## src/rtl/ifk_pkg.sv

```systemverilog
`timescale 1ns / 1ps
// ----------------------------------------------------------------------------
// ifk_pkg
// shared constants, register codes and types of the soft symbol demapper
// ----------------------------------------------------------------------------
package ifk_pkg;

    // tone set and default symbol width
    localparam int NUM_TONES        = 18;
    localparam int SYMBOL_BITS_DEF  = 10;

    // field and state widths
    localparam int N_W              = 7;   // paths * spacing, up to 15 * 7
    localparam int R_W              = N_W + 1;
    localparam int CONF_SHIFT       = 5;   // confidence in units of 1/32
    localparam int CONF_DIVIDEND_W  = N_W + CONF_SHIFT;
    localparam int CONF_W           = 6;
    localparam int DRIFT_W          = 6;
    localparam int MAG_W            = 7;
    localparam int SOFT_W           = 8;
    localparam int TWOS_W           = 4;
    localparam int RUN_W            = 8;

    // step limits and preamble markers
    localparam int STEP_MIN         = -16;
    localparam int STEP_MAX         = 17;
    localparam int STEP_TWO         = 2;
    localparam int DRIFT_LIMIT      = 31;
    localparam int TWOS_WRAP        = 14;

    localparam logic [SOFT_W-1:0] ERASURE   = 8'd128;
    localparam logic [SOFT_W-1:0] SOFT_MAX  = 8'd255;
    localparam logic [SOFT_W-1:0] SOFT_MIN  = 8'd0;
    localparam logic [SOFT_W-1:0] ZERO_BASE = 8'd127;
    localparam logic [MAG_W-1:0]  MAG_FULL  = 7'd127;
    localparam logic [CONF_W-1:0] CONF_ONE  = 6'd32;
    localparam logic [RUN_W-1:0]  RUN_SAT   = 8'd255;

    // configuration port
    localparam int CFG_IDX_W  = 2;
    localparam int CFG_DATA_W = 4;
    localparam logic [CFG_IDX_W-1:0] CFG_PATHS    = 2'd0;
    localparam logic [CFG_IDX_W-1:0] CFG_SPACING  = 2'd1;
    localparam logic [CFG_IDX_W-1:0] CFG_REVERSE  = 2'd2;
    localparam logic [CFG_IDX_W-1:0] CFG_PREAMBLE = 2'd3;

    localparam logic [3:0] PATHS_RST   = 4'd4;
    localparam logic [2:0] SPACING_RST = 3'd1;

    // request to the shared divider
    typedef struct packed {
        logic           start;
        logic [N_W-1:0] divisor;
    } div_req_t;

    // per-symbol command handed to the demap state
    typedef struct packed {
        logic              commit;
        logic              burst;
        logic              squelch;
        logic              resync;
        logic              preamble_enable;
        logic [CONF_W-1:0] conf;
        logic [R_W-1:0]    drift;   // two's complement remainder
    } demap_cmd_t;

    // one result transaction
    typedef struct packed {
        logic [SOFT_W-1:0] soft_bit_0;
        logic [SOFT_W-1:0] soft_bit_1;
        logic [SOFT_W-1:0] soft_bit_2;
        logic [SOFT_W-1:0] soft_bit_3;
        logic              flush;
    } soft_result_t;

endpackage

```

## src/rtl/ifk_ifs.sv

```systemverilog
`timescale 1ns / 1ps
// ----------------------------------------------------------------------------
// ifk_ifs
// valid/ready channels for symbol transactions and soft bit transactions
// ----------------------------------------------------------------------------
interface ifk_sym_if #(
    parameter int SYMBOL_BITS = ifk_pkg::SYMBOL_BITS_DEF
);
    logic                   valid;
    logic                   ready;
    logic [SYMBOL_BITS-1:0] symbol_index;
    logic                   static_burst;
    logic                   squelched;

    modport source (output valid, output symbol_index, output static_burst,
                    output squelched, input ready);
    modport sink   (input valid, input symbol_index, input static_burst,
                    input squelched, output ready);
endinterface

interface ifk_soft_if;
    logic                          valid;
    logic                          ready;
    logic [ifk_pkg::SOFT_W-1:0]    soft_bit_0;
    logic [ifk_pkg::SOFT_W-1:0]    soft_bit_1;
    logic [ifk_pkg::SOFT_W-1:0]    soft_bit_2;
    logic [ifk_pkg::SOFT_W-1:0]    soft_bit_3;
    logic                          flush;

    modport source (output valid, output soft_bit_0, output soft_bit_1,
                    output soft_bit_2, output soft_bit_3, output flush, input ready);
    modport sink   (input valid, input soft_bit_0, input soft_bit_1,
                    input soft_bit_2, input soft_bit_3, input flush, output ready);
endinterface

```

## src/rtl/ifk_div.sv

```systemverilog
`timescale 1ns / 1ps
// ----------------------------------------------------------------------------
// ifk_div
// shared restoring divider, one quotient bit per cycle
// ----------------------------------------------------------------------------
module ifk_div #(
    parameter int DIV_W = ifk_pkg::CONF_DIVIDEND_W
) (
    input  logic                      clk,
    input  logic                      rst_n,
    input  ifk_pkg::div_req_t         req,
    input  logic [DIV_W-1:0]          dividend,
    output logic [DIV_W-1:0]          quotient,
    output logic [ifk_pkg::N_W-1:0]   remainder,
    output logic                      done
);
    localparam int CNT_W = $clog2(DIV_W + 1);

    logic [DIV_W-1:0]        quo_reg, quo_next;
    logic [ifk_pkg::N_W-1:0] rem_reg, rem_next;
    logic [ifk_pkg::N_W-1:0] dvs_reg;
    logic [CNT_W-1:0]        cnt_reg;
    logic                    busy_reg;
    logic                    done_reg;
    logic [ifk_pkg::N_W:0]   trial;
    logic                    fits;

    // shift in the next dividend bit and try a subtract
    always_comb
    begin
        trial    = {rem_reg, quo_reg[DIV_W-1]};
        fits     = (trial >= {1'b0, dvs_reg});
        rem_next = fits ? ifk_pkg::N_W'(trial - {1'b0, dvs_reg}) : trial[ifk_pkg::N_W-1:0];
        quo_next = {quo_reg[DIV_W-2:0], fits};
    end

    always_ff @(posedge clk or negedge rst_n)
    begin
        if (!rst_n)
        begin
            busy_reg <= 1'b0;
            done_reg <= 1'b0;
            cnt_reg  <= '0;
        end
        else
        begin
            done_reg <= 1'b0;
            if (req.start)
            begin
                busy_reg <= 1'b1;
                cnt_reg  <= CNT_W'(DIV_W);
            end
            else if (busy_reg)
            begin
                cnt_reg <= cnt_reg - 1'b1;
                if (cnt_reg == CNT_W'(1))
                begin
                    busy_reg <= 1'b0;
                    done_reg <= 1'b1;
                end
            end
        end
    end

    always_ff @(posedge clk)
    begin
        if (req.start)
        begin
            quo_reg <= dividend;
            rem_reg <= '0;
            dvs_reg <= req.divisor;
        end
        else if (busy_reg)
        begin
            quo_reg <= quo_next;
            rem_reg <= rem_next;
        end
    end

    assign quotient  = quo_reg;
    assign remainder = rem_reg;
    assign done      = done_reg;

endmodule

```

## src/rtl/ifk_demap.sv

```systemverilog
`timescale 1ns / 1ps
// ----------------------------------------------------------------------------
// ifk_demap
// demapper state, preamble detector and soft byte weighting
// ----------------------------------------------------------------------------
module ifk_demap #(
    parameter int SYMBOL_BITS = ifk_pkg::SYMBOL_BITS_DEF
) (
    input  logic                            clk,
    input  logic                            rst_n,
    input  ifk_pkg::demap_cmd_t             cmd,
    input  logic [SYMBOL_BITS-1:0]          cur,
    input  logic signed [SYMBOL_BITS+1:0]   step,
    output ifk_pkg::soft_result_t           result,
    output logic [SYMBOL_BITS-1:0]          prev_symbol,
    output logic [ifk_pkg::DRIFT_W-1:0]     prev_drift
);
    localparam int CW = SYMBOL_BITS + 2;

    logic [SYMBOL_BITS-1:0]          prev_symbol_reg;
    logic [3:0]                      held_nibble_reg;
    logic [ifk_pkg::MAG_W-1:0]       held_mag_reg;
    logic [ifk_pkg::MAG_W-1:0]       pend_mag_reg;
    logic [ifk_pkg::DRIFT_W-1:0]     prev_drift_reg;
    logic [ifk_pkg::CONF_W-1:0]      held_conf_reg;
    logic [ifk_pkg::TWOS_W-1:0]      twos_reg, twos_next;
    logic                            m16_reg, m16_next;
    logic [ifk_pkg::RUN_W-1:0]       run_reg, run_next;

    logic                            is_m16, is_two, out_of_range, fire, hit;
    logic [ifk_pkg::TWOS_W-1:0]      tc0, tc1;
    logic signed [CW-1:0]            nib_full;
    logic [3:0]                      nib;
    logic [ifk_pkg::MAG_W-1:0]       last_mag, now_mag, next_mag;
    logic [ifk_pkg::CONF_W-1:0]      conf_eff;
    logic [ifk_pkg::MAG_W+ifk_pkg::CONF_W-1:0] prod;
    logic [ifk_pkg::SOFT_W-1:0]      weighted, one_val, zero_val;
    logic signed [ifk_pkg::R_W-1:0]  drift_in, drift_sat;

    // preamble detector: counts +2 steps and looks for a -16 step
    always_comb
    begin
        is_m16 = (step == ifk_pkg::STEP_MIN);
        is_two = (step == ifk_pkg::STEP_TWO);
        tc0    = (twos_reg > ifk_pkg::TWOS_W'(ifk_pkg::TWOS_WRAP)) ? '0 : twos_reg;
        tc1    = tc0;
        m16_next = m16_reg;
        if (is_m16 && (tc0 > ifk_pkg::TWOS_W'(2)))
        begin
            m16_next = 1'b1;
        end
        else if (!is_two)
        begin
            m16_next = 1'b0;
        end
        else
        begin
            tc1 = tc0 + 1'b1;
        end
        twos_next = tc1;
        if (!is_m16 && !is_two && (tc1 > ifk_pkg::TWOS_W'(1)))
        begin
            twos_next = tc1 - ifk_pkg::TWOS_W'(2);
        end
        hit = (twos_next > ifk_pkg::TWOS_W'(4)) && m16_next;
        if (hit)
        begin
            run_next = (run_reg == ifk_pkg::RUN_SAT) ? run_reg : run_reg + 1'b1;
        end
        else
        begin
            run_next = '0;
        end
        fire = cmd.preamble_enable && hit && (run_next > ifk_pkg::RUN_W'(4));
    end

    // nibble, magnitudes and weighting
    always_comb
    begin
        out_of_range = (step < ifk_pkg::STEP_MIN) || (step == 0) || (step == 1) ||
                       (step > ifk_pkg::STEP_MAX);
        nib_full = (step < ifk_pkg::STEP_TWO) ?
                   step + CW'(ifk_pkg::NUM_TONES - ifk_pkg::STEP_TWO) :
                   step - CW'(ifk_pkg::STEP_TWO);
        nib      = nib_full[3:0];

        last_mag = held_mag_reg;
        now_mag  = pend_mag_reg;
        next_mag = ifk_pkg::MAG_FULL;
        if (out_of_range)
        begin
            last_mag = held_mag_reg >> 1;
            now_mag  = '0;
            next_mag = ifk_pkg::MAG_FULL >> 1;
        end
        if (cur == '0)
        begin
            now_mag  = '0;
            next_mag = '0;
        end
        if (cmd.squelch)
        begin
            now_mag = '0;
        end
        if (cmd.burst)
        begin
            now_mag  = now_mag >> 4;
            next_mag = next_mag >> 4;
        end

        conf_eff = cmd.resync ? ifk_pkg::CONF_ONE : held_conf_reg;
        prod     = {{ifk_pkg::CONF_W{1'b0}}, last_mag} *
                   {{ifk_pkg::MAG_W{1'b0}}, conf_eff};
        weighted = prod[ifk_pkg::CONF_SHIFT +: ifk_pkg::SOFT_W];

        priority if (weighted == '0)
        begin
            one_val  = ifk_pkg::ERASURE;
            zero_val = ifk_pkg::ERASURE;
        end
        else if (weighted > ifk_pkg::SOFT_W'(ifk_pkg::ZERO_BASE))
        begin
            one_val  = ifk_pkg::SOFT_MAX;
            zero_val = ifk_pkg::SOFT_MIN;
        end
        else
        begin
            one_val  = ifk_pkg::ERASURE + weighted;
            zero_val = ifk_pkg::ZERO_BASE - weighted;
        end

        drift_in = $signed(cmd.drift);
        priority if (drift_in > ifk_pkg::DRIFT_LIMIT)
        begin
            drift_sat = ifk_pkg::R_W'(ifk_pkg::DRIFT_LIMIT);
        end
        else if (drift_in < -ifk_pkg::DRIFT_LIMIT)
        begin
            drift_sat = ifk_pkg::R_W'(-ifk_pkg::DRIFT_LIMIT);
        end
        else
        begin
            drift_sat = drift_in;
        end

        if (fire)
        begin
            result.soft_bit_0 = ifk_pkg::ERASURE;
            result.soft_bit_1 = ifk_pkg::ERASURE;
            result.soft_bit_2 = ifk_pkg::ERASURE;
            result.soft_bit_3 = ifk_pkg::ERASURE;
            result.flush      = 1'b1;
        end
        else
        begin
            result.soft_bit_0 = held_nibble_reg[3] ? one_val : zero_val;
            result.soft_bit_1 = held_nibble_reg[2] ? one_val : zero_val;
            result.soft_bit_2 = held_nibble_reg[1] ? one_val : zero_val;
            result.soft_bit_3 = held_nibble_reg[0] ? one_val : zero_val;
            result.flush      = 1'b0;
        end
    end

    always_ff @(posedge clk or negedge rst_n)
    begin
        if (!rst_n)
        begin
            prev_symbol_reg <= '0;
            held_nibble_reg <= '0;
            held_mag_reg    <= '0;
            pend_mag_reg    <= '0;
            prev_drift_reg  <= '0;
            held_conf_reg   <= '0;
            twos_reg        <= '0;
            m16_reg         <= 1'b0;
            run_reg         <= '0;
        end
        else if (cmd.commit)
        begin
            prev_symbol_reg <= cur;
            if (cmd.preamble_enable)
            begin
                twos_reg <= twos_next;
                m16_reg  <= m16_next;
                run_reg  <= run_next;
            end
            if (fire)
            begin
                held_mag_reg <= '0;
            end
            else
            begin
                held_nibble_reg <= nib;
                held_mag_reg    <= now_mag;
                pend_mag_reg    <= next_mag;
                held_conf_reg   <= cmd.conf;
                prev_drift_reg  <= drift_sat[ifk_pkg::DRIFT_W-1:0];
            end
        end
    end

    assign prev_symbol = prev_symbol_reg;
    assign prev_drift  = prev_drift_reg;

endmodule

```

## src/rtl/ifk_soft_symbol_demapper_top.sv

```systemverilog
`timescale 1ns / 1ps
// ----------------------------------------------------------------------------
// ifk_soft_symbol_demapper_top
// soft symbol demapper for differential incremental frequency keying
// ----------------------------------------------------------------------------
// usage
//   sym_in carries one transaction per symbol period: the detected bin index
//   plus the static burst and squelch flags. soft_out carries one transaction
//   per symbol: four soft bytes for the nibble of the previous symbol, or a
//   flush marker when the preamble detector fires.
//   cfg_we / cfg_index / cfg_wdata write paths, spacing_factor, reverse and
//   preamble_enable; write only while the block is idle.
// timing
//   one shared restoring divider (DIV_W = max(SYMBOL_BITS, 12) bits, one
//   quotient bit per cycle) runs twice per symbol: tone step and drift
//   remainder first, then the drift confidence. soft_out.valid rises once an
//   accepted symbol is done, and sym_in.ready rises in the same cycle.
//   sym_in.ready is low while a symbol is being worked on.
// reset and stall
//   rst_n clears all demapper state to zero and loads the register defaults
//   (paths 4, spacing 1, reverse 0, preamble on). the result sits in an
//   output register; a new symbol is accepted while it waits, and that
//   symbol holds in its final step until soft_out is free again.
// ----------------------------------------------------------------------------
module ifk_soft_symbol_demapper_top #(
    parameter int SYMBOL_BITS = ifk_pkg::SYMBOL_BITS_DEF
) (
    input  logic                                clk,
    input  logic                                rst_n,
    ifk_sym_if.sink                             sym_in,
    ifk_soft_if.source                          soft_out,
    input  logic                                cfg_we,
    input  logic [ifk_pkg::CFG_IDX_W-1:0]       cfg_index,
    input  logic [ifk_pkg::CFG_DATA_W-1:0]      cfg_wdata
);
    localparam int CW    = SYMBOL_BITS + 2;
    localparam int DIV_W = (SYMBOL_BITS > ifk_pkg::CONF_DIVIDEND_W) ?
                           SYMBOL_BITS : ifk_pkg::CONF_DIVIDEND_W;
    localparam int NW    = ifk_pkg::N_W;

    // sequencer codes
    localparam logic [2:0] ST_IDLE   = 3'd0;
    localparam logic [2:0] ST_SETUP  = 3'd1;
    localparam logic [2:0] ST_QUO    = 3'd2;
    localparam logic [2:0] ST_CONF   = 3'd3;
    localparam logic [2:0] ST_FINISH = 3'd4;

    logic [2:0] state_reg, state_next;

    // configuration registers
    logic [3:0] paths_reg;
    logic [2:0] spacing_reg;
    logic       reverse_reg;
    logic       preamble_reg;

    // symbol under work
    logic [SYMBOL_BITS-1:0]           cur_reg;
    logic                             burst_reg;
    logic                             squelch_reg;
    logic [NW-1:0]                    n_reg;
    logic                             draw_neg_reg;
    logic signed [CW-1:0]             step_reg;
    logic [ifk_pkg::R_W-1:0]          drift_reg;
    logic                             resync_reg;
    logic [ifk_pkg::CONF_W-1:0]       conf_reg;

    // output register
    logic                             out_valid_reg;
    ifk_pkg::soft_result_t            out_reg;

    // divider hookup
    ifk_pkg::div_req_t                div_req;
    logic [DIV_W-1:0]                 div_dividend;
    logic [DIV_W-1:0]                 div_quotient;
    logic [NW-1:0]                    div_remainder;
    logic                             div_done;

    // demap hookup
    ifk_pkg::demap_cmd_t              dm_cmd;
    ifk_pkg::soft_result_t            dm_result;
    logic [SYMBOL_BITS-1:0]           prev_symbol;
    logic [ifk_pkg::DRIFT_W-1:0]      prev_drift;

    // combinational helpers
    logic                             in_fire;
    logic                             out_free;
    logic                             commit;
    logic [3:0]                       p_eff;
    logic [2:0]                       s_eff;
    logic [NW-1:0]                    n_comb;
    logic [SYMBOL_BITS:0]             draw_diff, draw_negated;
    logic [SYMBOL_BITS-1:0]           draw_abs;
    logic [SYMBOL_BITS-1:0]           q_sb;
    logic [NW:0]                      rm_twice;
    logic                             round_pos, round_neg, d_neg;
    logic [CW-1:0]                    step_mag;
    logic signed [CW-1:0]             step_comb;
    logic signed [ifk_pkg::R_W-1:0]   r_signed, pd_neg;
    logic                             resync_comb;
    logic [NW-1:0]                    ar, x_val;

    assign in_fire  = sym_in.valid && sym_in.ready;
    assign out_free = !out_valid_reg || soft_out.ready;
    assign commit   = (state_reg == ST_FINISH) && out_free;

    // a zero in paths or spacing counts as one
    assign p_eff  = (paths_reg == '0) ? 4'd1 : paths_reg;
    assign s_eff  = (spacing_reg == '0) ? 3'd1 : spacing_reg;
    assign n_comb = {3'b000, p_eff} * {4'b0000, s_eff};

    // bin step against the previous symbol, split into sign and size
    assign draw_diff    = {1'b0, cur_reg} - {1'b0, prev_symbol};
    assign draw_negated = -draw_diff;
    assign draw_abs     = draw_diff[SYMBOL_BITS] ? draw_negated[SYMBOL_BITS-1:0] :
                                                  draw_diff[SYMBOL_BITS-1:0];

    // rounded tone step and truncated remainder from |step| / n
    always_comb
    begin
        q_sb      = div_quotient[SYMBOL_BITS-1:0];
        rm_twice  = {div_remainder, 1'b0};
        round_pos = (rm_twice >= {1'b0, n_reg});
        round_neg = (rm_twice > {1'b0, n_reg});
        d_neg     = draw_neg_reg ^ reverse_reg;
        if (d_neg)
        begin
            step_mag  = CW'(q_sb) + CW'(round_neg);
            step_comb = -$signed(step_mag);
        end
        else
        begin
            step_mag  = CW'(q_sb) + CW'(round_pos);
            step_comb = $signed(step_mag);
        end

        r_signed = draw_neg_reg ? -$signed({1'b0, div_remainder}) :
                                  $signed({1'b0, div_remainder});
        pd_neg   = -$signed({{(ifk_pkg::R_W - ifk_pkg::DRIFT_W){prev_drift[ifk_pkg::DRIFT_W-1]}},
                            prev_drift});
        // drift that undoes the previous one is a resync
        resync_comb = (div_remainder != '0) && (pd_neg == r_signed);
        ar    = resync_comb ? '0 : div_remainder;
        x_val = (ar <= (n_reg >> 1)) ? (n_reg - ar) : ar;
    end

    // divider requests: |step| / n, then 32 * x / n
    always_comb
    begin
        div_req.start   = 1'b0;
        div_req.divisor = n_reg;
        div_dividend    = DIV_W'(draw_abs);
        if (state_reg == ST_SETUP)
        begin
            div_req.start   = 1'b1;
            div_req.divisor = n_comb;
        end
        else if ((state_reg == ST_QUO) && div_done)
        begin
            div_req.start = 1'b1;
            div_dividend  = DIV_W'({x_val, {ifk_pkg::CONF_SHIFT{1'b0}}});
        end
    end

    // sequencer
    always_comb
    begin
        state_next = state_reg;
        unique case (state_reg)
            ST_IDLE:   if (in_fire) state_next = ST_SETUP;
            ST_SETUP:  state_next = ST_QUO;
            ST_QUO:    if (div_done) state_next = ST_CONF;
            ST_CONF:   if (div_done) state_next = ST_FINISH;
            ST_FINISH: if (out_free) state_next = ST_IDLE;
            default:   state_next = ST_IDLE;
        endcase
    end

    always_ff @(posedge clk or negedge rst_n)
    begin
        if (!rst_n)
        begin
            state_reg     <= ST_IDLE;
            out_valid_reg <= 1'b0;
            paths_reg     <= ifk_pkg::PATHS_RST;
            spacing_reg   <= ifk_pkg::SPACING_RST;
            reverse_reg   <= 1'b0;
            preamble_reg  <= 1'b1;
        end
        else
        begin
            state_reg <= state_next;
            if (commit)
            begin
                out_valid_reg <= 1'b1;
            end
            else if (soft_out.ready)
            begin
                out_valid_reg <= 1'b0;
            end
            if (cfg_we)
            begin
                unique case (cfg_index)
                    ifk_pkg::CFG_PATHS:    paths_reg    <= cfg_wdata[3:0];
                    ifk_pkg::CFG_SPACING:  spacing_reg  <= cfg_wdata[2:0];
                    ifk_pkg::CFG_REVERSE:  reverse_reg  <= cfg_wdata[0];
                    ifk_pkg::CFG_PREAMBLE: preamble_reg <= cfg_wdata[0];
                    default:               paths_reg    <= paths_reg;
                endcase
            end
        end
    end

    // payload registers
    always_ff @(posedge clk)
    begin
        if (in_fire)
        begin
            cur_reg     <= sym_in.symbol_index;
            burst_reg   <= sym_in.static_burst;
            squelch_reg <= sym_in.squelched;
        end
        if (state_reg == ST_SETUP)
        begin
            n_reg        <= n_comb;
            draw_neg_reg <= draw_diff[SYMBOL_BITS];
        end
        if ((state_reg == ST_QUO) && div_done)
        begin
            step_reg   <= step_comb;
            drift_reg  <= resync_comb ? '0 : r_signed;
            resync_reg <= resync_comb;
        end
        if ((state_reg == ST_CONF) && div_done)
        begin
            conf_reg <= div_quotient[ifk_pkg::CONF_W-1:0];
        end
        if (commit)
        begin
            out_reg <= dm_result;
        end
    end

    assign dm_cmd.commit          = commit;
    assign dm_cmd.burst           = burst_reg;
    assign dm_cmd.squelch         = squelch_reg;
    assign dm_cmd.resync          = resync_reg;
    assign dm_cmd.preamble_enable = preamble_reg;
    assign dm_cmd.conf            = conf_reg;
    assign dm_cmd.drift           = drift_reg;

    ifk_div #(
        .DIV_W (DIV_W)
    ) u_div (
        .clk       (clk),
        .rst_n     (rst_n),
        .req       (div_req),
        .dividend  (div_dividend),
        .quotient  (div_quotient),
        .remainder (div_remainder),
        .done      (div_done)
    );

    ifk_demap #(
        .SYMBOL_BITS (SYMBOL_BITS)
    ) u_demap (
        .clk         (clk),
        .rst_n       (rst_n),
        .cmd         (dm_cmd),
        .cur         (cur_reg),
        .step        (step_reg),
        .result      (dm_result),
        .prev_symbol (prev_symbol),
        .prev_drift  (prev_drift)
    );

    // channel outputs
    assign sym_in.ready        = (state_reg == ST_IDLE);
    assign soft_out.valid      = out_valid_reg;
    assign soft_out.soft_bit_0 = out_reg.soft_bit_0;
    assign soft_out.soft_bit_1 = out_reg.soft_bit_1;
    assign soft_out.soft_bit_2 = out_reg.soft_bit_2;
    assign soft_out.soft_bit_3 = out_reg.soft_bit_3;
    assign soft_out.flush      = out_reg.flush;

    // checks
    a_one_symbol_at_a_time: assert property (@(posedge clk) disable iff (!rst_n)
        in_fire |=> !sym_in.ready)
        else $error("new symbol taken while one is in work");

    a_div_done_in_wait: assert property (@(posedge clk) disable iff (!rst_n)
        div_done |-> (state_reg == ST_QUO || state_reg == ST_CONF))
        else $error("divider finished outside a wait state");

    a_conf_range: assert property (@(posedge clk) disable iff (!rst_n)
        (state_reg == ST_CONF && div_done) |-> (div_quotient <= DIV_W'(32)))
        else $error("confidence above one");

    a_hold_on_stall: assert property (@(posedge clk) disable iff (!rst_n)
        (state_reg == ST_FINISH && out_valid_reg && !soft_out.ready)
        |=> (state_reg == ST_FINISH && out_valid_reg))
        else $error("result lost while receiver stalls");

    a_flush_erasure: assert property (@(posedge clk) disable iff (!rst_n)
        (soft_out.valid && soft_out.flush) |->
        (soft_out.soft_bit_0 == ifk_pkg::ERASURE && soft_out.soft_bit_3 == ifk_pkg::ERASURE))
        else $error("flush transaction with non-erasure soft bits");

endmodule

```

## src/flat_wrapper.sv

```systemverilog
// flat-port wrapper written by rule: the top's interface ports become plain ports
module ifk_soft_symbol_demapper_top_flat 
#(
    parameter int SYMBOL_BITS = ifk_pkg::SYMBOL_BITS_DEF
)
  (clk, rst_n, cfg_we, cfg_index, cfg_wdata, sym_in_valid, sym_in_symbol_index, sym_in_static_burst, sym_in_squelched, sym_in_ready, soft_out_valid, soft_out_soft_bit_0, soft_out_soft_bit_1, soft_out_soft_bit_2, soft_out_soft_bit_3, soft_out_flush, soft_out_ready);
  ifk_sym_if #(.SYMBOL_BITS(SYMBOL_BITS)) sym_in_i ();
  ifk_soft_if soft_out_i ();
  input  logic clk;
  input  logic rst_n;
  input  logic cfg_we;
  input  logic [ifk_pkg::CFG_IDX_W-1:0] cfg_index;
  input  logic [ifk_pkg::CFG_DATA_W-1:0] cfg_wdata;
  input wire logic [$bits(sym_in_i.valid)-1:0] sym_in_valid;
  input wire logic [$bits(sym_in_i.symbol_index)-1:0] sym_in_symbol_index;
  input wire logic [$bits(sym_in_i.static_burst)-1:0] sym_in_static_burst;
  input wire logic [$bits(sym_in_i.squelched)-1:0] sym_in_squelched;
  output wire logic [$bits(sym_in_i.ready)-1:0] sym_in_ready;
  output wire logic [$bits(soft_out_i.valid)-1:0] soft_out_valid;
  output wire logic [$bits(soft_out_i.soft_bit_0)-1:0] soft_out_soft_bit_0;
  output wire logic [$bits(soft_out_i.soft_bit_1)-1:0] soft_out_soft_bit_1;
  output wire logic [$bits(soft_out_i.soft_bit_2)-1:0] soft_out_soft_bit_2;
  output wire logic [$bits(soft_out_i.soft_bit_3)-1:0] soft_out_soft_bit_3;
  output wire logic [$bits(soft_out_i.flush)-1:0] soft_out_flush;
  input wire logic [$bits(soft_out_i.ready)-1:0] soft_out_ready;
  assign sym_in_i.valid = sym_in_valid;
  assign sym_in_i.symbol_index = sym_in_symbol_index;
  assign sym_in_i.static_burst = sym_in_static_burst;
  assign sym_in_i.squelched = sym_in_squelched;
  assign sym_in_ready = sym_in_i.ready;
  assign soft_out_valid = soft_out_i.valid;
  assign soft_out_soft_bit_0 = soft_out_i.soft_bit_0;
  assign soft_out_soft_bit_1 = soft_out_i.soft_bit_1;
  assign soft_out_soft_bit_2 = soft_out_i.soft_bit_2;
  assign soft_out_soft_bit_3 = soft_out_i.soft_bit_3;
  assign soft_out_flush = soft_out_i.flush;
  assign soft_out_i.ready = soft_out_ready;
  ifk_soft_symbol_demapper_top #(.SYMBOL_BITS(SYMBOL_BITS)) u_core (.clk(clk), .rst_n(rst_n), .sym_in(sym_in_i), .soft_out(soft_out_i), .cfg_we(cfg_we), .cfg_index(cfg_index), .cfg_wdata(cfg_wdata));
endmodule
```

## config.mk

```make
export PLATFORM = sky130hd
export DESIGN_NAME = ifk_soft_symbol_demapper_top_flat
export DESIGN_NICKNAME = d
export VERILOG_FILES = /design/src/rtl/ifk_pkg.sv /design/src/rtl/ifk_ifs.sv /design/src/rtl/ifk_div.sv /design/src/rtl/ifk_demap.sv /design/src/rtl/ifk_soft_symbol_demapper_top.sv /design/src/flat_wrapper.sv
export SDC_FILE = /design/constraint.sdc
export NUM_CORES = 1
export LEC_CHECK = 0
export BUFFER_PORTS_ARGS = -buffer_cell sky130_fd_sc_hd__buf_2
export CELL_PAD_IN_SITES_DETAIL_PLACEMENT = 2
export CELL_PAD_IN_SITES_GLOBAL_PLACEMENT = 2
export CORE_MARGIN = 3
export CORE_UTILIZATION = 37
export CTS_CLUSTER_DIAMETER = 150
export DETAILED_ROUTE_END_ITERATION = 16
export PLACE_DENSITY = 0.83
export SYNTH_ARGS = -nofsm -noshare
export SYNTH_HDL_FRONTEND = slang
export SYNTH_SLANG_ARGS = --single-unit
```

## constraint.sdc

```tcl
create_clock -name clk -period 6.9 [get_ports clk]
set_input_delay 0.345 -clock clk [delete_from_list [all_inputs] [get_ports clk]]
set_output_delay 0.345 -clock clk [all_outputs]
set_load 0.02 [all_outputs]
```

## Word-level counts from Yosys, hierarchy flattened

Cells that the tools add are included.

| operators by class | value |
|---|---|
| $add $sub $neg | 17 |
| multipliers | 2 |
| $lt $le $gt $ge | 15 |
| equal/unequal tests | 17 |
| mux-type cells | 60 |
| bitwise gates (word level) | 2 |
| reduce and logical (&&, ||, !) cells | 35 |

Operators by type and width:

| operator | count |
|---|---|
| 2-to-1 mux 7 bit | 13 |
| 2-to-1 mux 8 bit | 11 |
| 2-to-1 mux 12 bit | 5 |
| zero test 32 bit | 1 |
| 2-to-1 mux 4 bit | 8 |
| adder 10 x 1 -> 11 bit | 2 |
| 2-to-1 mux 6 bit | 3 |
| >= comparator 8 x 7 -> 1 bit | 2 |
| 2-to-1 mux 3 bit | 5 |
| one-hot mux 3 bit (5 select lines) | 1 |
| subtractor 7 bit | 2 |
| multiplier 7 x 6 -> 13 bit | 1 |
| 2-to-1 mux 1 bit | 13 |
| equality test 12 x 2 -> 1 bit, second input constant | 1 |
| equality test 12 x 3 -> 1 bit, second input constant | 1 |
| equality test 12 x 5 -> 1 bit, second input constant | 1 |
| > comparator 12 x 6 -> 1 bit, second input constant | 1 |
| < comparator 12 x 3 -> 1 bit, second input constant | 1 |
| < comparator 12 x 5 -> 1 bit, second input constant | 1 |
| negation 12 bit | 1 |
| AND reduction 2 bit | 6 |
| logical AND 1 bit | 11 |
| subtractor 10 x 10 -> 11 bit | 1 |
| zero test 10 bit | 1 |
| 43 further kinds | 55 |

| word-level totals | value |
|---|---|
| flip-flop bits (word level) | 178 |
| input bits | 23 |
| output and inout bits | 35 |
| logic and storage cells | 183 |

## Logic depth before layout (Yosys ltp)

| depth | value |
|---|---|
| depth in word-level cells | 15 |
| mapped depth | 24 |
| gate-level depth less buffers | 21 |

## Hierarchy

From an unflattened synthesis, not the netlist that was laid out.

| second synthesis, totals | value |
|---|---|
| cell total of the unflattened synthesis | 1,250 |
| area total of the unflattened synthesis | 12,236.7 um^2 |

By module, submodules not included:

| module | times used | cells an instance | area each (um^2) | sequential area each (um^2) |
|---|---|---|---|---|
| ifk_soft_symbol_demapper_top | 1 | 540 | 5,815.6 | 2,661.3 |
| ifk_demap | 1 | 546 | 4,584.4 | 1,176.1 |
| ifk_div | 1 | 164 | 1,836.8 | 860.8 |

## Worst setup path after synthesis

Ideal clock, no wire load.

| timing path | value |
|---|---|
| kind | register -> register |
| start | register u_core.step_reg[8] |
| end | register u_core.out_reg (netlist bit u_core.soft_out.soft_bit_0[5]) (data pin) |
| library setup time | 0.150 ns |
| arrival time | 6.346 ns |
| required time | 6.750 ns |
| path slack | 0.404 ns |
| stages on the path, launching flop included | 21 |
| path buffers | 1 |
| period minus slack after synthesis | 6.496 ns |
| path through | edfxtp_1 or4_4 or4_4 o211ai_1 clkbuf_1 nor2_1 a21oi_1 nand2b_1 fa_1 fa_1 fa_1 inv_1 ha_1 nand2_1 o31ai_1 a2111oi_0 a21oi_1 xor2_2 nand4b_2 or4b_4 mux2i_1 |

| between the ends | value |
|---|---|
| longest elaborated chain between the ends | 11 |
| elaborated cells on any way between the ends | 38 |

Ends and longest elaborated chain:

| element | line | text |
|---|---|---|
| start, declared | ifk_soft_symbol_demapper_top.sv:62 | `logic signed [CW-1:0] step_reg;` |
| start signal, assigned | ifk_soft_symbol_demapper_top.sv:229 | `step_reg <= step_comb;` |
| branches (longest 11 deep; another with multiplier 7 x 6 -> 13 bit) | -- |  |
| end signal, assigned | ifk_soft_symbol_demapper_top.sv:239 | `out_reg <= dm_result;` |
| end, declared | ifk_soft_symbol_demapper_top.sv:69 | `ifk_pkg::soft_result_t out_reg;` |

Parallel ways; which one is timed is not known.
A chain may end at the register's enable or synchronous reset.

## Worst setup path in the final report

| timing path | value |
|---|---|
| start | register u_core.step_reg[8] |
| end | register u_core.out_reg (netlist bit u_core.soft_out.soft_bit_1[4]) (data pin) |

| between the ends | value |
|---|---|
| longest elaborated chain between the ends | 11 |
| elaborated cells on any way between the ends | 38 |

Ends and longest elaborated chain:

| element |
|---|
| branches (longest 11 deep; another with multiplier 7 x 6 -> 13 bit) |

Parallel ways; which one is timed is not known.

==> results.sh <==
export IMPL_ant_nets=0
export IMPL_grt_pass1_vias=10600
export IMPL_first_pass_iters=5
export IMPL_fmax_mhz=149
export IMPL_ys_flop_type="edfxtp_1"
export IMPL_start_kind="flop"
export IMPL_portBuffers=57
export IMPL_syn_num_nets=1318
export IMPL_powerDensity_nw_per_um2=335
export IMPL_initial_core_util=0.380
export IMPL_switchingPower_mw=1.84
export IMPL_die_w_um=184
export IMPL_synth_fa_ha_area_frac=0.123
export IMPL_slowest_stage="or4_4"
export IMPL_ir_drop_mv=0.173
export IMPL_finalCritPeriodShare=0.975
export IMPL_p_seq_frac=0.362
export IMPL_worstSetupPathType="reg -> reg"
export IMPL_dp_cells=1617
export IMPL_worst_slew_pin_slew_ps=1050
export IMPL_synth_seq_cells=172
export IMPL_relSlewSlack=0.296
export IMPL_reg2reg_from="u_core.step_reg[8]"
export IMPL_share_comb_of_total_power=0.407
export IMPL_final_util=0.425
export IMPL_clock_sinks=172
export IMPL_power_internal_mw=2.56
export IMPL_nets=1367
export IMPL_fin_skew_ps=19.9
export IMPL_synth_edf_count=92
export IMPL_synth_mux_area_frac=0.0625
export IMPL_drt_iter0_drc=521
export IMPL_core_area_um2=30900
export IMPL_synth_xor_area_share=0.0529
export IMPL_area_delta_synth_final_pct=11.9
export IMPL_die_h_um=184
export IMPL_setup_violations_final=0
export IMPL_io_pin_count=58
export IMPL_crit_chain="or4_4, or4_4, o211ai_1, buf_4, mux2i_1, buf_4, nor2_1, fa_1, fa_1, inv_1, fa_1, inv_1, ha_1, a21oi_1, o21ai_0, a2111oi_2, a21oi_2, xor2_2, buf_4, nand2b_2, nor4_1, nor3_1"
export IMPL_cp_required_ps=7100
export IMPL_synth_top_family_by_area="simple AND/OR/NAND/NOR gates"
export IMPL_r2r_end="u_core.soft_out.soft_bit_1[4]"
export IMPL_drc=0
export IMPL_status="finished, final reports clean"
export IMPL_grt_max_degree=67
export IMPL_gp_congestion=0.850
export IMPL_cts_root_buf="clkbuf_16"
export IMPL_cts_hold_buffers=0
export IMPL_path_delay_family="simple AND/OR/NAND/NOR gates"
export IMPL_synth_cell_types=88
export IMPL_synthSimpleGateAreaFrac=0.175
export IMPL_syn_area_um2=11700
export IMPL_maxSlewViolCount=0
export IMPL_vias=9555
export IMPL_crit_buf_inv=5
export IMPL_layout_cells_non_filler=1653
export IMPL_ff2ff_setup_slack_ps=170
export IMPL_hold_path_class="in -> async"
export IMPL_synth_warnings=0
export IMPL_netlist_instances=1195
export IMPL_final_hold_viol_count=0
export IMPL_die_area_um2=33900
export IMPL_cap_violations=0
export IMPL_numCtsBuffers=17
export IMPL_num_rows=64
export IMPL_p_leak_nw=5.64
export IMPL_viasPerCell=5.78
export IMPL_grt_total_usage=0.226
export IMPL_clock_latency_ps=450
export IMPL_critPathCaptureType="flop"
export IMPL_n_antenna_cell=0
export IMPL_grt_pass1_wl_um=60400
export IMPL_swShare=0.418
export IMPL_grt_remaining_overflow=0
export IMPL_p_clk_frac=0.231
export IMPL_drive_gt1_frac=0.147
export IMPL_synth_seq_area_share=0.400
export IMPL_antenna_found_initial=1
export IMPL_setup_tns_ps=0
export IMPL_synthArstFlopShare=0.384
export IMPL_routed_wl_um=38400
export IMPL_cts_max_level=4
export IMPL_cts_buffer_depth=2
export IMPL_worstPathMaxFanout=8
export IMPL_fin_crit_ps=6730
export IMPL_wl_per_cell_um=23.2
export IMPL_postSynthAreaPerCell_um2=9.82
export IMPL_critPathMaxStageDelay_ps=600
export IMPL_cts_tree="yes"
export IMPL_cp_data_arrival_time_ps=6930
export IMPL_synth_compound_area_frac=0.133
export IMPL_r2r_cells=22
export IMPL_clkTransAtPathRegs_ps=90
export IMPL_dp_hpwl_um=26800
cells by family (layout without fill, tap and decap cells):
| family | Yosys count | in the layout |
|---|---|---|
| compound gates | 240 | 240 |
| simple gates | 395 | 395 |
| xor+xnor | 70 | 70 |
| fa+ha+maj | 100 | 100 |
| mux | 70 | 70 |
| buf+inv | 148 | 210 |
| flops | 172 | 172 |
metal layers:
metal / global-route usage / share of wire / routed length (µm)
met1: 0.277 / 0.42 / 16000
met2: 0.414 / 0.53 / 20500
met3: 0.0308 / 0.027 / 1020
met4: 0.0677 / 0.024 / 905
met5: 0 / 0 / 0
per-stage QoR:
stage / setup WS (ps) / hold slack (ps) / instance area (µm²) / total power [mW]
5_1_grt: -139 / 55.4 / 13100 / 4.69
4_1_cts: 8.52 / 64.8 / 13000 / 4.42
3_3_place_gp: 419 / 459 / 12400 / 3.16
3_5_place_dp: 34.1 / 496 / 12400 / 3.31
6_report: 171 / 32.5 / 13100 / 4.40
2_1_floorplan: 404 / 49.4 / 11700 / 2.78
how the worst max path moves through the flow:
stage | cells past startpoint | from | slack, ps | end
finish | 22 | u_core.step_reg[8] | 170 | u_core.soft_out.soft_bit_1[4]
global route | 19 | u_core.step_reg[8] | -140 | u_core.soft_out.soft_bit_0[0]
CTS | 18 | u_core.step_reg[8] | 9 | u_core.soft_out.soft_bit_2[5]
detailed placement | 19 | u_core.step_reg[8] | 30 | u_core.soft_out.soft_bit_2[5]
global placement | 18 | u_core.step_reg[8] | 420 | u_core.soft_out.soft_bit_3[5]
floorplan | 20 | u_core.step_reg[8] | 400 | u_core.soft_out.soft_bit_0[5]
placed cells by master, fill, tap and decap left out, types with 5 or more instances in the layout:
cell type  netlist  routed
and2_1          22      22
buf_2            4      56
mux2i_1         44      43
nand3b_1         7       7
nor4_1          14      12
nand2_1         95      95
edfxtp_1        92      92
a22oi_1          7       6
or2_2           11      11
a22o_1           8       8
nor3b_1          6       6
nand3_1         26      26
dfrtp_1         63      63
a21oi_2          3       5
o31ai_1          7       7
nand4_1         13      13
fa_1            26      26
o21ai_0         71      70
nor2_1          92      89
xor2_1          22      22
dfxtp_1         14      14
o211ai_1        11      11
and3_1          10      10
inv_1          105     104
nor3_1          22      20
buf_4            6      16
a31oi_1         11      11
clkinv_8         0       5
mux2_2          26      26
a21o_1          10      10
o22ai_1          7       7
nor2b_1         22      22
ha_1            74      73
or3_1            6       6
a21oi_1         52      50
or4_1            6       6
nand2b_1        18      17
xnor2_1         47      46
clkbuf_16        0      17
synth_stat cells (22+ instances only):
master | instances | area, µm²
a21oi_1 | 52 | 260
and2_1 | 22 | 138
clkbuf_1 | 25 | 93.8
dfrtp_1 | 63 | 1580
edfxtp_1 | 92 | 2760
fa_1 | 26 | 521
ha_1 | 74 | 926
inv_1 | 105 | 394
mux2_2 | 26 | 293
mux2i_1 | 44 | 440
nand2_1 | 95 | 357
nand3_1 | 26 | 130
nor2_1 | 92 | 345
nor2b_1 | 22 | 138
nor3_1 | 22 | 110
o21ai_0 | 71 | 355
xnor2_1 | 47 | 412
xor2_1 | 22 | 193
power by group through the flow:
stage	clock network, mW	registers, mW	logic (mW)
CTS	1.03	1.59	1.80
finish	1.02	1.59	1.79
global placement	0	1.59	1.58
global route	1.07	1.62	2.00
floorplan	0	1.45	1.34
detailed placement	0	1.61	1.70
area by class of cell:
| type | count | area, µm² |
|---|---|---|
| Fill cell | 3315 | 17800 |
| Multi-Input combinational cell | 875 | 6530 |
| Sequential cell | 172 | 4700 |
| Tap cell | 396 | 495 |
| Clock buffer | 17 | 425 |
| Timing Repair Buffer | 72 | 400 |
| Inverter | 106 | 398 |
| Clock inverter | 15 | 189 |
repair_timing:
action | 4_1_cts | 5_1_grt
gates resized for setup | 1 | 21
pin swaps | 1 | 2
endpoints found under the setup margin | 8 | 28
cloned | 0 | 0
buffers inserted | 1 | 3
Power figures use the tool's default switching activity.
